## src/hdl/pfa_pkg.sv

```systemverilog
package pfa_pkg;

    // Defaults for the top-level parameters
    localparam int FRAME_COUNT_DEF   = 64;
    localparam int PROCESS_SLOTS_DEF = 8;

    // Fixed field widths
    localparam int FS_W        = 7;
    localparam int FS_MAX      = 64;
    localparam int PID_W       = 16;
    localparam int SIZE_W      = 16;
    localparam int ADDR_W      = 31;
    localparam int PAGE_SHIFT  = 10;
    localparam int DIVN_W      = ADDR_W - PAGE_SHIFT;
    localparam int PAGES_W     = 7;
    localparam int PHYS_W      = 22;
    localparam int FREE_W      = 7;
    localparam int FREEKB_W    = 13;
    localparam int CMD_W       = 2;
    localparam int STATUS_W    = 3;
    localparam int IN_TDATA_W  = 64;
    localparam int OUT_TDATA_W = 56;

    localparam logic [FS_W-1:0] FS_RESET = 7'd4;

    typedef enum logic [CMD_W-1:0] {
        OP_ALLOC = 2'd0,
        OP_FREE  = 2'd1,
        OP_XLATE = 2'd2,
        OP_NOP   = 2'd3
    } op_t;

    typedef enum logic [STATUS_W-1:0] {
        ST_OK       = 3'd0,
        ST_FEW      = 3'd1,
        ST_EXISTS   = 3'd2,
        ST_NOTFOUND = 3'd3,
        ST_RANGE    = 3'd4,
        ST_NOSLOT   = 3'd5
    } status_t;

    typedef enum logic [3:0] {
        S_INIT,
        S_IDLE,
        S_START,
        S_DIV,
        S_CHECK,
        S_ARD,
        S_AWR,
        S_DCHK,
        S_DRD,
        S_DWR,
        S_TRD,
        S_TMUL,
        S_TADD,
        S_FINISH
    } ctrl_state_t;

    // Controller to datapath
    typedef struct packed {
        logic    init_wr;
        logic    latch_in;
        logic    div_start;
        logic    loop_clr;
        logic    alloc_wr;
        logic    alloc_commit;
        logic    free_wr;
        logic    free_commit;
        logic    tr_rd;
        logic    tr_mul;
        logic    tr_add;
        logic    set_status;
        status_t status;
        logic    load_out;
    } pfa_cmd_t;

    // Datapath to controller
    typedef struct packed {
        logic init_last;
        logic div_done;
        op_t  op;
        logic need_too_many;
        logic need_zero;
        logic found;
        logic slot_avail;
        logic alloc_last;
        logic free_done;
        logic page_bad;
        logic out_free;
    } pfa_sts_t;

endpackage

```

## src/hdl/pfa_ctrl.sv

```systemverilog
module pfa_ctrl (
    input  logic              clk,
    input  logic              rst_n,
    input  logic              s_axis_tvalid,
    output logic              s_axis_tready,
    input  pfa_pkg::pfa_sts_t sts,
    output pfa_pkg::pfa_cmd_t cmd
);

    import pfa_pkg::*;

    ctrl_state_t state_reg;
    ctrl_state_t state_next;

    // State register
    always_ff @(posedge clk or negedge rst_n)
    begin
        if (!rst_n)
        begin
            state_reg <= S_INIT;
        end
        else
        begin
            state_reg <= state_next;
        end
    end

    // Next state and commands
    always_comb
    begin
        state_next    = state_reg;
        cmd           = '0;
        cmd.status    = ST_OK;
        s_axis_tready = 1'b0;
        case (state_reg)
            S_INIT:
            begin
                // fill the free queue with 0, 1, 2, ...
                cmd.init_wr = 1'b1;
                if (sts.init_last)
                begin
                    state_next = S_IDLE;
                end
            end
            S_IDLE:
            begin
                s_axis_tready = 1'b1;
                if (s_axis_tvalid)
                begin
                    cmd.latch_in = 1'b1;
                    state_next   = S_START;
                end
            end
            S_START:
            begin
                cmd.div_start = 1'b1;
                state_next    = S_DIV;
            end
            S_DIV:
            begin
                if (sts.div_done)
                begin
                    state_next = S_CHECK;
                end
            end
            S_CHECK:
            begin
                cmd.loop_clr = 1'b1;
                state_next   = S_FINISH;
                case (sts.op)
                    OP_ALLOC:
                    begin
                        if (sts.need_too_many)
                        begin
                            cmd.set_status = 1'b1;
                            cmd.status     = ST_FEW;
                        end
                        else if (sts.found)
                        begin
                            cmd.set_status = 1'b1;
                            cmd.status     = ST_EXISTS;
                        end
                        else if (!sts.slot_avail)
                        begin
                            cmd.set_status = 1'b1;
                            cmd.status     = ST_NOSLOT;
                        end
                        else if (sts.need_zero)
                        begin
                            cmd.alloc_commit = 1'b1;
                        end
                        else
                        begin
                            state_next = S_ARD;
                        end
                    end
                    OP_FREE:
                    begin
                        if (!sts.found)
                        begin
                            cmd.set_status = 1'b1;
                            cmd.status     = ST_NOTFOUND;
                        end
                        else
                        begin
                            state_next = S_DCHK;
                        end
                    end
                    OP_XLATE:
                    begin
                        if (!sts.found)
                        begin
                            cmd.set_status = 1'b1;
                            cmd.status     = ST_NOTFOUND;
                        end
                        else if (sts.page_bad)
                        begin
                            cmd.set_status = 1'b1;
                            cmd.status     = ST_RANGE;
                        end
                        else
                        begin
                            state_next = S_TRD;
                        end
                    end
                    default:
                    begin
                        state_next = S_FINISH;
                    end
                endcase
            end
            // allocate: read queue head, then write it into the page table
            S_ARD:
            begin
                state_next = S_AWR;
            end
            S_AWR:
            begin
                cmd.alloc_wr = 1'b1;
                if (sts.alloc_last)
                begin
                    cmd.alloc_commit = 1'b1;
                    state_next       = S_FINISH;
                end
                else
                begin
                    state_next = S_ARD;
                end
            end
            // free: read a page table entry, then push it at the queue tail
            S_DCHK:
            begin
                if (sts.free_done)
                begin
                    cmd.free_commit = 1'b1;
                    state_next      = S_FINISH;
                end
                else
                begin
                    state_next = S_DRD;
                end
            end
            S_DRD:
            begin
                state_next = S_DWR;
            end
            S_DWR:
            begin
                cmd.free_wr = 1'b1;
                state_next  = S_DCHK;
            end
            // translate: frame lookup, multiply, add offset
            S_TRD:
            begin
                cmd.tr_rd  = 1'b1;
                state_next = S_TMUL;
            end
            S_TMUL:
            begin
                cmd.tr_mul = 1'b1;
                state_next = S_TADD;
            end
            S_TADD:
            begin
                cmd.tr_add = 1'b1;
                state_next = S_FINISH;
            end
            S_FINISH:
            begin
                if (sts.out_free)
                begin
                    cmd.load_out = 1'b1;
                    state_next   = S_IDLE;
                end
            end
            default:
            begin
                state_next = S_IDLE;
            end
        endcase
    end

endmodule

```

## config.mk

```make
export PLATFORM = sky130hd
export DESIGN_NAME = pfa_ctrl
export DESIGN_NICKNAME = d
export VERILOG_FILES = /design/src/hdl/pfa_pkg.sv /design/src/hdl/pfa_ctrl.sv
export SDC_FILE = /design/constraint.sdc
export NUM_CORES = 1
export LEC_CHECK = 0
export BUFFER_PORTS_ARGS = -buffer_cell sky130_fd_sc_hd__buf_2
export CAP_MARGIN = 20
export CORE_ASPECT_RATIO = 1.1
export CORE_MARGIN = 2
export CORE_UTILIZATION = 46
export DETAILED_ROUTE_END_ITERATION = 6
export PLACE_DENSITY_LB_ADDON = 0.25
export SYNTH_ARGS = -nofsm -noshare
export SYNTH_HDL_FRONTEND = slang
export SYNTH_SLANG_ARGS = --single-unit
```

## constraint.sdc

```tcl
create_clock -name clk -period 1.45 [get_ports clk]
set_clock_uncertainty 0.05 [all_clocks]
set_input_delay 0.145 -clock clk [delete_from_list [all_inputs] [get_ports clk]]
set_output_delay 0.145 -clock clk [all_outputs]
set_load 0.05 [all_outputs]
```

Word level (Yosys, flattened, before mapping)
Index checks and enable logic that the tools add are counted.

word-level totals
  register bits = 4
  input bits = 15
  output and inout bits = 17
  word-level logic and storage cells = 68

operators by class
  equality and inequality tests = 19
  multiplexer cells = 45
  reduce and logical (&&, ||, !) cells = 3

operator list
  operator                                                          count
  4-bit 2-to-1 mux                                                  18
  4-bit case mux with 14 select lines                               1
  4-bit == test (second input constant)                             6
  4-bit case mux with 3 select lines                                2
  1-bit 2-to-1 mux                                                  21
  4-bit by 3-bit == test with 1-bit output (second input constant)  4
  4-bit by 2-bit == test with 1-bit output (second input constant)  2
  2-bit inequality test (second input constant)                     4
  3-bit 2-to-1 mux                                                  2
  4-bit by 1-bit == test with 1-bit output (second input constant)  1
  4-bit zero test                                                   1
  4-bit AND reduction                                               1
  2-bit by 1-bit == test with 1-bit output (second input constant)  1
  2-bit == test (second input constant)                             1
  2-bit zero test                                                   1
  1-bit case mux with 2 select lines                                1

Logic depth before layout (Yosys ltp)
Gate-level depths: netlist of run 1.

  depth in word-level cells = 6
  depth in mapped cells = 5

Worst setup path after synthesis of run 1
Ideal clock, no wire load.

  path kind = register to output
  from = reg state_reg[0]
  to = out cmd[3] in the netlist's numbering
  data arrival time = 2.612 ns
  required time = 1.255 ns
  path slack = -1.357 ns
  cell stages (with the launch flop) = 5
  cell sequence = dfrtp_1 > clkbuf_8 > buf_6 > nor3_2 > nor3b_1

RTL lines
  element                 RTL line        text
  from (decl)             pfa_ctrl.sv:12  ctrl_state_t state_reg;
  from (signal assigned)  pfa_ctrl.sv:24  state_reg <= state_next;
  to (decl)               pfa_ctrl.sv:7   output pfa_pkg::pfa_cmd_t cmd

==> run metrics, run 1 <==
status=finished, violations left; Post-synth EDFFs=0; Starting Density=0.477; vias per cell=6.36; count of different cell masters after synthesis=41; diode count=0; drt pass-1 iters=5; Setup violations, final=18; Syn Nets=116; starting DRC count in detailed routing=59; setup ws final=-202 ps; synthesized area=726 um^2; Core Rows=15; Worst Setup Start Kind=flip-flop; RSZ-0062 raised after global routing=true; Leakage=0.000598 uW; total gr overflow=0; Synth Instances=101; Yosys reg bits=4; clk buf depth=2; Pwr Density=1960 nW/um^2; Worst Path Max Fanout=5; pin count of the biggest net entering global routing=12; vias=1055; TritonCTS clock tree=built; root buffer cell=clkbuf_4; Critical path buffers and inverters=1; WL/cell=18.4 um; Chip Height=45.7 um; CTS clock-pin slew for the worst setup and hold paths=50 ps; NumNets Final=166; CP delay by family, top=simple AND/OR/NAND/NOR gates; Crit path required time=1250 ps; Final Cycle Share=1.14; top-level port count=32; CTS buffer count=3; Rel. slew slack=0.680; Overall Global Routing Usage=0.302; htree depth=1; maximum VDD drop=1.91 mV; Seq/Total Area, Yosys=0.138; Post-route DRC=0; Post-DP HPWL=1700 um; type of the worst setup path=reg2out; post-synthesis area per instance=7.19 um^2; Final Max Tran Viols=0; CP Cell Sequence=nand2b_4 > nor3_4 > nor3b_4 > buf_6; Core Box Area=1520 um^2; Fmax=606 MHz; layout cells sized above 1=0.651; YS warnings=0; highest-count cells in the layout ignoring fill and taps=buf_6, buf_4, buf_2, nand2_1; total power=2630 uW; fin util=0.884; Crit-path slowest cell=dfrtp_1; area grow syn2layout=85.2%; routability cong.=0.931; Antenna Nets Post-Route=0; nature of the critical path endpoint=primary output; Final min period=1650 ps; max reg flops=4; CP peak stage delay=410 ps; final WL=3060 um; die width=41.9 um; worst path arrival time=1460 ps; vias in the first global route=957; die area=1910 um^2; initial antenna violation count=0; first-pass GRT wire length=4380 um; Main synth FF type=dfrtp_1; max cap viols=0; Slew @ Worst Pin=475 ps; failing checks=negative setup slack; Fin. Hold Viols=0; Port-buffer cells=31; Hold Path Class=in2reg; Clock Latency Late Sink=250 ps; FFs w/ async S/R, synth=1.00; CTS Sinks=4
## power by group
group	total [uW]	switching (uW)	leakage, uW	internal [uW]
registers	255	84.5	0.0000477	170
logic	2220	1270	0.000537	956
clock network	153	59.3	0.0000138	93.5
## worst reg2reg max path: stages (launching register included)
cell	delay, ps
dfrtp_2	440
buf_6	150
buf_4	150
nor3_1	300
nand4_1	180
nand2_1	140
o41ai_2	90
## layer usage
layer	vias up	routed length, um	track usage
met3	24	278	0.0278
li1	458	-	-
met5	-	0	0
met4	0	199	0.181
met1	490	989	0.330
met2	83	1590	0.575
## timing repair
item,in CTS,in global routing
resized for setup,49,24
pin swaps,6,9
hold endpoints to repair,4,0
endpoints found under the setup margin,17,21
hold buffers,1,0
setup buffers,4,2
## Yosys cell counts, types with 2 or more instances
master,number,area (um^2)
inv_1,3,11.3
and2_1,3,18.8
a21oi_1,4,20.0
nand2_1,12,45.0
o32ai_1,2,17.5
dfrtp_1,4,100
buf_4,2,15.0
buf_6,4,45.0
o21ai_0,5,25.0
nand2b_1,3,18.8
nor3b_1,2,15.0
nand3_1,2,10.0
nor3_1,6,30.0
nor2b_1,3,18.8
nor2_1,14,52.6
nand2b_4,2,27.5
clkbuf_8,2,27.5
nor4b_1,2,17.5
buf_2,2,10.0
nor4_1,2,12.5
o211ai_1,2,15.0
## worst paths after layout
check | slack [ps] | start | endpoint | cells past startpoint
max in group asynchronous | 1010 | rst_n | state_reg[0] | 2
worst min register to register | 790 | state_reg[0] | state_reg[0] | 3
worst max-delay path | -200 | state_reg[3] | cmd[3] | 4
worst max register to register | -180 | state_reg[1] | state_reg[2] | 6
worst min-delay path | 120 | sts[10] | state_reg[1] | 2
min in group asynchronous | 190 | rst_n | state_reg[1] | 2
## area by class of cell
cell class	count	area (um^2)
multi-input combinational	84	697
timing repair buffer	55	489
fill	65	176
sequential	4	103
clock buffer	3	22.5
tap	17	21.3
inverter	3	11.3
## logic make-up after synthesis
family,count (synthesis),synth area share
and+or+nand+nor,58,0.447
buffers and inverters,13,0.150
AOI/OAI and AO/OA,24,0.236
DFF,4,0.138
muxes,2,0.0293
## stage by stage
step / setup slack (ps) / instance area (um^2) / setup TNS [ps] / std cells / hold slack, ps
global placement: -4.34 / 1010 / -4.34 / 156 / -101
CTS: -157 / 1240 / -1130 / 164 / 121
global route: -236 / 1340 / -2420 / 166 / 145
detailed placement: -23.7 / 1010 / -23.7 / 156 / -98.4
finish: -202 / 1340 / -2150 / 166 / 122
floorplan: -484 / 805 / -2170 / 101 / -201
Note: power is estimated with default switching activity, not from simulation.
==> run 2, diff against run 1 <==
CTS_CLUSTER_DIAMETER = 100   (was not set)
RECOVER_POWER = 100   (was not set)
==> run metrics, run 2 (synthesis results as in run 1) <==
status=finished, violations left; failing checks=negative setup slack; first-pass GRT wire length=4380 um; CTS buffer count=3; final instance area=1340 um^2; root buffer cell=clkbuf_4; clk buf depth=2; Chip Height=45.7 um; Fmax=608 MHz; TritonCTS clock tree=built; NumNets Final=166; Final Max Tran Viols=0; layout cells sized above 1=0.644; Core Rows=15; area grow syn2layout=85.0%; Final min period=1640 ps; HP Start=sts[10]; Rel. slew slack=0.680; type of the worst setup path=reg2out; CTS Sinks=4; fin util=0.883; Starting Density=0.477; setup TNS=-2070 ps; Post-DP Area=1010 um^2; Post-DP HPWL=1700 um; maximum VDD drop=1.91 mV; Hold Path Class=in2reg; Core Box Area=1520 um^2; drt pass-1 iters=5; Overall Global Routing Usage=0.302; Slew @ Worst Pin=475 ps; nature of the critical path endpoint=primary output; htree depth=1; setup ws final=-194 ps; vias per cell=6.34; routability cong.=0.931; DP Cell Count=156; top-level port count=32; die width=41.9 um; max cap viols=0; worst r2r src=state_reg[1]; Port-buffer cells=31; initial antenna violation count=0; total gr overflow=0; Critical path buffers and inverters=1; Fin. Hold Viols=0; final WL=3050 um; Antenna Nets Post-Route=0; pin count of the biggest net entering global routing=12; diode count=0; Worst Setup Start Kind=flip-flop; Clock Latency Late Sink=250 ps; worst path arrival time=1450 ps; CP delay by family, top=simple AND/OR/NAND/NOR gates; CP Cell Sequence=nand2b_4 > nor3_4 > nor3b_4 > buf_6; CTS clock-pin slew for the worst setup and hold paths=50 ps; Leakage=0.000595 uW; WL/cell=18.4 um; max reg flops=4; RSZ-0062 raised after global routing=true; CP peak stage delay=410 ps; hold slack=122 ps; Crit-path slowest cell=dfrtp_1; highest-count cells in the layout ignoring fill and taps=buf_6, buf_4, buf_2, nand2_1; Post-route DRC=0; Final Cycle Share=1.13; Fillers=66; Pwr Density=1960 nW/um^2; Setup violations, final=18; starting DRC count in detailed routing=60; timing startpoint of the critical path=state_reg[3]; vias in the first global route=957; Worst Path Max Fanout=5; vias=1053; Crit path required time=1250 ps; die area=1910 um^2; post-route insts no fill=166
run 2: cell count changes in the layout (fill, tap and decap cells not counted):
cell	change
buf_2	-1
clkbuf_1	+1
run 2: power by group:
group          switching (uW)  internal (uW)
Clock                    59.3           93.5
Combinational            1270            956
Sequential               84.1            170
Total                    1410           1220
run 2: metal layers:
layer	vias up	GRT usage	routed length, um
met1	487	0.330	983
met2	84	0.575	1590
met4	0	0.181	199
met3	24	0.0278	281
met5	-	0	0
li1	458	-	-
run 2: final cells by class:
cell class	count	area, um^2	area share
tap	17	21.3	0.0158
multi-input combinational	84	697	0.519
clock buffer	3	22.5	0.0168
timing repair buffer	55	488	0.363
sequential	4	103	0.0764
inverter	3	11.3	0.00839
run 2: worst paths after layout:
check / to / slack (ps) / depth (start not counted)
worst max-delay path: cmd[3] / -190 / 4
worst min-delay path: state_reg[1] / 120 / 2
worst max register to register: state_reg[2] / -180 / 6
worst min register to register: state_reg[3] / 780 / 3
max in group asynchronous: state_reg[0] / 900 / 2
min in group asynchronous: state_reg[3] / 220 / 2
run 2: repair_timing:
item / 4_1_cts / 5_1_grt
pin swaps: 6 / 9
resized for setup: 49 / 24
hold endpoints to repair: 4 / 0
buffers inserted: 4 / 2
hold buffers: 1 / 0
setup endpoints to repair: 17 / 21
run 2: through the flow:
stage / setup slack (ps) / total power (uW)
2_1_floorplan: -484 / 1470
3_3_place_gp: -4.34 / 1780
3_5_place_dp: -23.7 / 1790
5_1_grt: -236 / 2720
4_1_cts: -157 / 2320
6_report: -194 / 2630
==> run 3, diff against run 2 <==
==> constraint.sdc (replaced) <==
create_clock -name clk -period 1.45 [get_ports clk]
set_clock_uncertainty 0.05 [all_clocks]
set_input_delay 0.0725 -clock clk [delete_from_list [all_inputs] [get_ports clk]]
set_output_delay 0.0725 -clock clk [all_outputs]
set_load 0.05 [all_outputs]
==> run metrics, run 3 (synthesis results as in run 1) <==
root buffer cell=clkbuf_4; starting DRC count in detailed routing=15; Final Cycle Share=1.10; first-pass GRT wire length=3720 um; logic gate share of total power=0.839; setup ws final=-146 ps; leading cell type in the layout, fill and taps excluded=buf_6; Worst Path Max Fanout=5; highest-count cells in the layout ignoring fill and taps=buf_6, buf_2, buf_4, nand2_1, nor2_1; Clock Latency Late Sink=260 ps; Slew @ Worst Pin=415 ps; die area=1910 um^2; failing checks=negative setup slack; Final min period=1600 ps; final WL=2910 um; switching pwr=1410 uW; CTS clock-pin slew for the worst setup and hold paths=50 ps; status=finished, violations left; Crit path required time=1330 ps; Pwr Density=2050 nW/um^2; Reg power frac=0.103; Overall Global Routing Usage=0.257; Starting Density=0.477; top-level port count=32; NumNets Final=164; Setup violations, final=21; max cap viols=0; CTS Sinks=4; Post-route DRC=0; drt pass-1 iters=4; initial antenna violation count=0; vias in the first global route=853; Worst Setup Start Kind=flip-flop; Antenna Nets Post-Route=0; area grow syn2layout=82.2%; pre-CTS worst setup slack=11.7 ps; htree depth=1; Post-DP HPWL=1480 um; Hold Path Class=in2reg; RSZ-0062 raised after global routing=true; Net Sw Frac=0.521; pin count of the biggest net entering global routing=14; clk buf depth=2; Chip Height=45.7 um; Core Box Area=1520 um^2; max reg flops=4; Fin. Hold Viols=0; die width=41.9 um; nature of the critical path endpoint=primary output; routability cong.=0.906; CTS buffer count=3; TritonCTS clock tree=built; layout cells sized above 1=0.626; Rel. slew slack=0.723; type of the worst setup path=reg2out; Port-buffer cells=31; WL/cell=17.8 um; clock power share=0.057; diode count=0; Core Rows=15; maximum VDD drop=1.70 mV; Internal=1300 uW; Final Max Tran Viols=0; total power=2710 uW; Fmax=626 MHz; vias=998; total gr overflow=0; Leakage=0.000577 uW; vias per cell=6.09; worst path arrival time=1470 ps
==> run 3: cell type report <==
| type | count | area (um^2) |
|---|---|---|
| fillers | 69 | 198 |
| repair buffers | 53 | 489 |
| flip-flops and latches | 4 | 104 |
| inverters | 3 | 16.3 |
| well taps | 17 | 21.3 |
| multi-input cells | 84 | 669 |
| clock buffers | 3 | 22.5 |
==> run 3: final timing paths <==
path / start / to / slack, ps / cells after the start
setup reg to reg: state_reg[2] / state_reg[2] / -60 / 5
hold / removal: sts[10] / state_reg[1] / 90 / 2
max in group asynchronous: rst_n / state_reg[1] / 990 / 2
setup / recovery: state_reg[2] / cmd[3] / -150 / 5
min in group asynchronous: rst_n / state_reg[0] / 130 / 2
hold reg to reg: state_reg[1] / state_reg[1] / 800 / 3
==> run 3: power by group through the flow <==
stage	combinational, uW	sequential [uW]	clock, uW
after floorplan	1260	194	0
after global placement	1480	243	0
after detailed placement	1490	246	0
after CTS	1910	275	155
after global routing	2360	282	167
final	2280	280	156
==> run 3: repair_timing <==
item                                    CTS  global route
endpoints found under the setup margin   18            20
pin swaps                                 4             9
hold buffers                              1             0
gates resized for setup                  50            27
hold endpoints to repair                  4             0
buffers inserted                          4             4
==> run 3: critical path: stages, from the launching register on <==
cell and delay [ps]:
dfrtp_2 410, buf_6 120, nand2b_4 50, nor3_4 200, nor3b_4 250, buf_6 180
==> run 3: per-stage QoR <==
step | instance area, um^2 | TNS [ps] | utilization | std cells | hold WS (ps)
detailed placement | 970 | 0 | 0.638 | 152 | -171
global placement | 970 | 0 | 0.638 | 152 | -174
CTS | 1200 | -525 | 0.793 | 160 | 28.2
finish | 1320 | -1300 | 0.870 | 164 | 89.8
global route | 1320 | -2000 | 0.870 | 164 | 83.2
floorplan | 793 | -1530 | - | 101 | -273
==> run 3: metal layers <==
| metal | global-route usage | share of wire | wire [um] |
|---|---|---|---|
| met1 | 0.308 | 0.39 | 1130 |
| met2 | 0.456 | 0.51 | 1480 |
| met3 | 0.0317 | 0.061 | 179 |
| met4 | 0.135 | 0.042 | 122 |
| met5 | 0 | 0 | 0 |
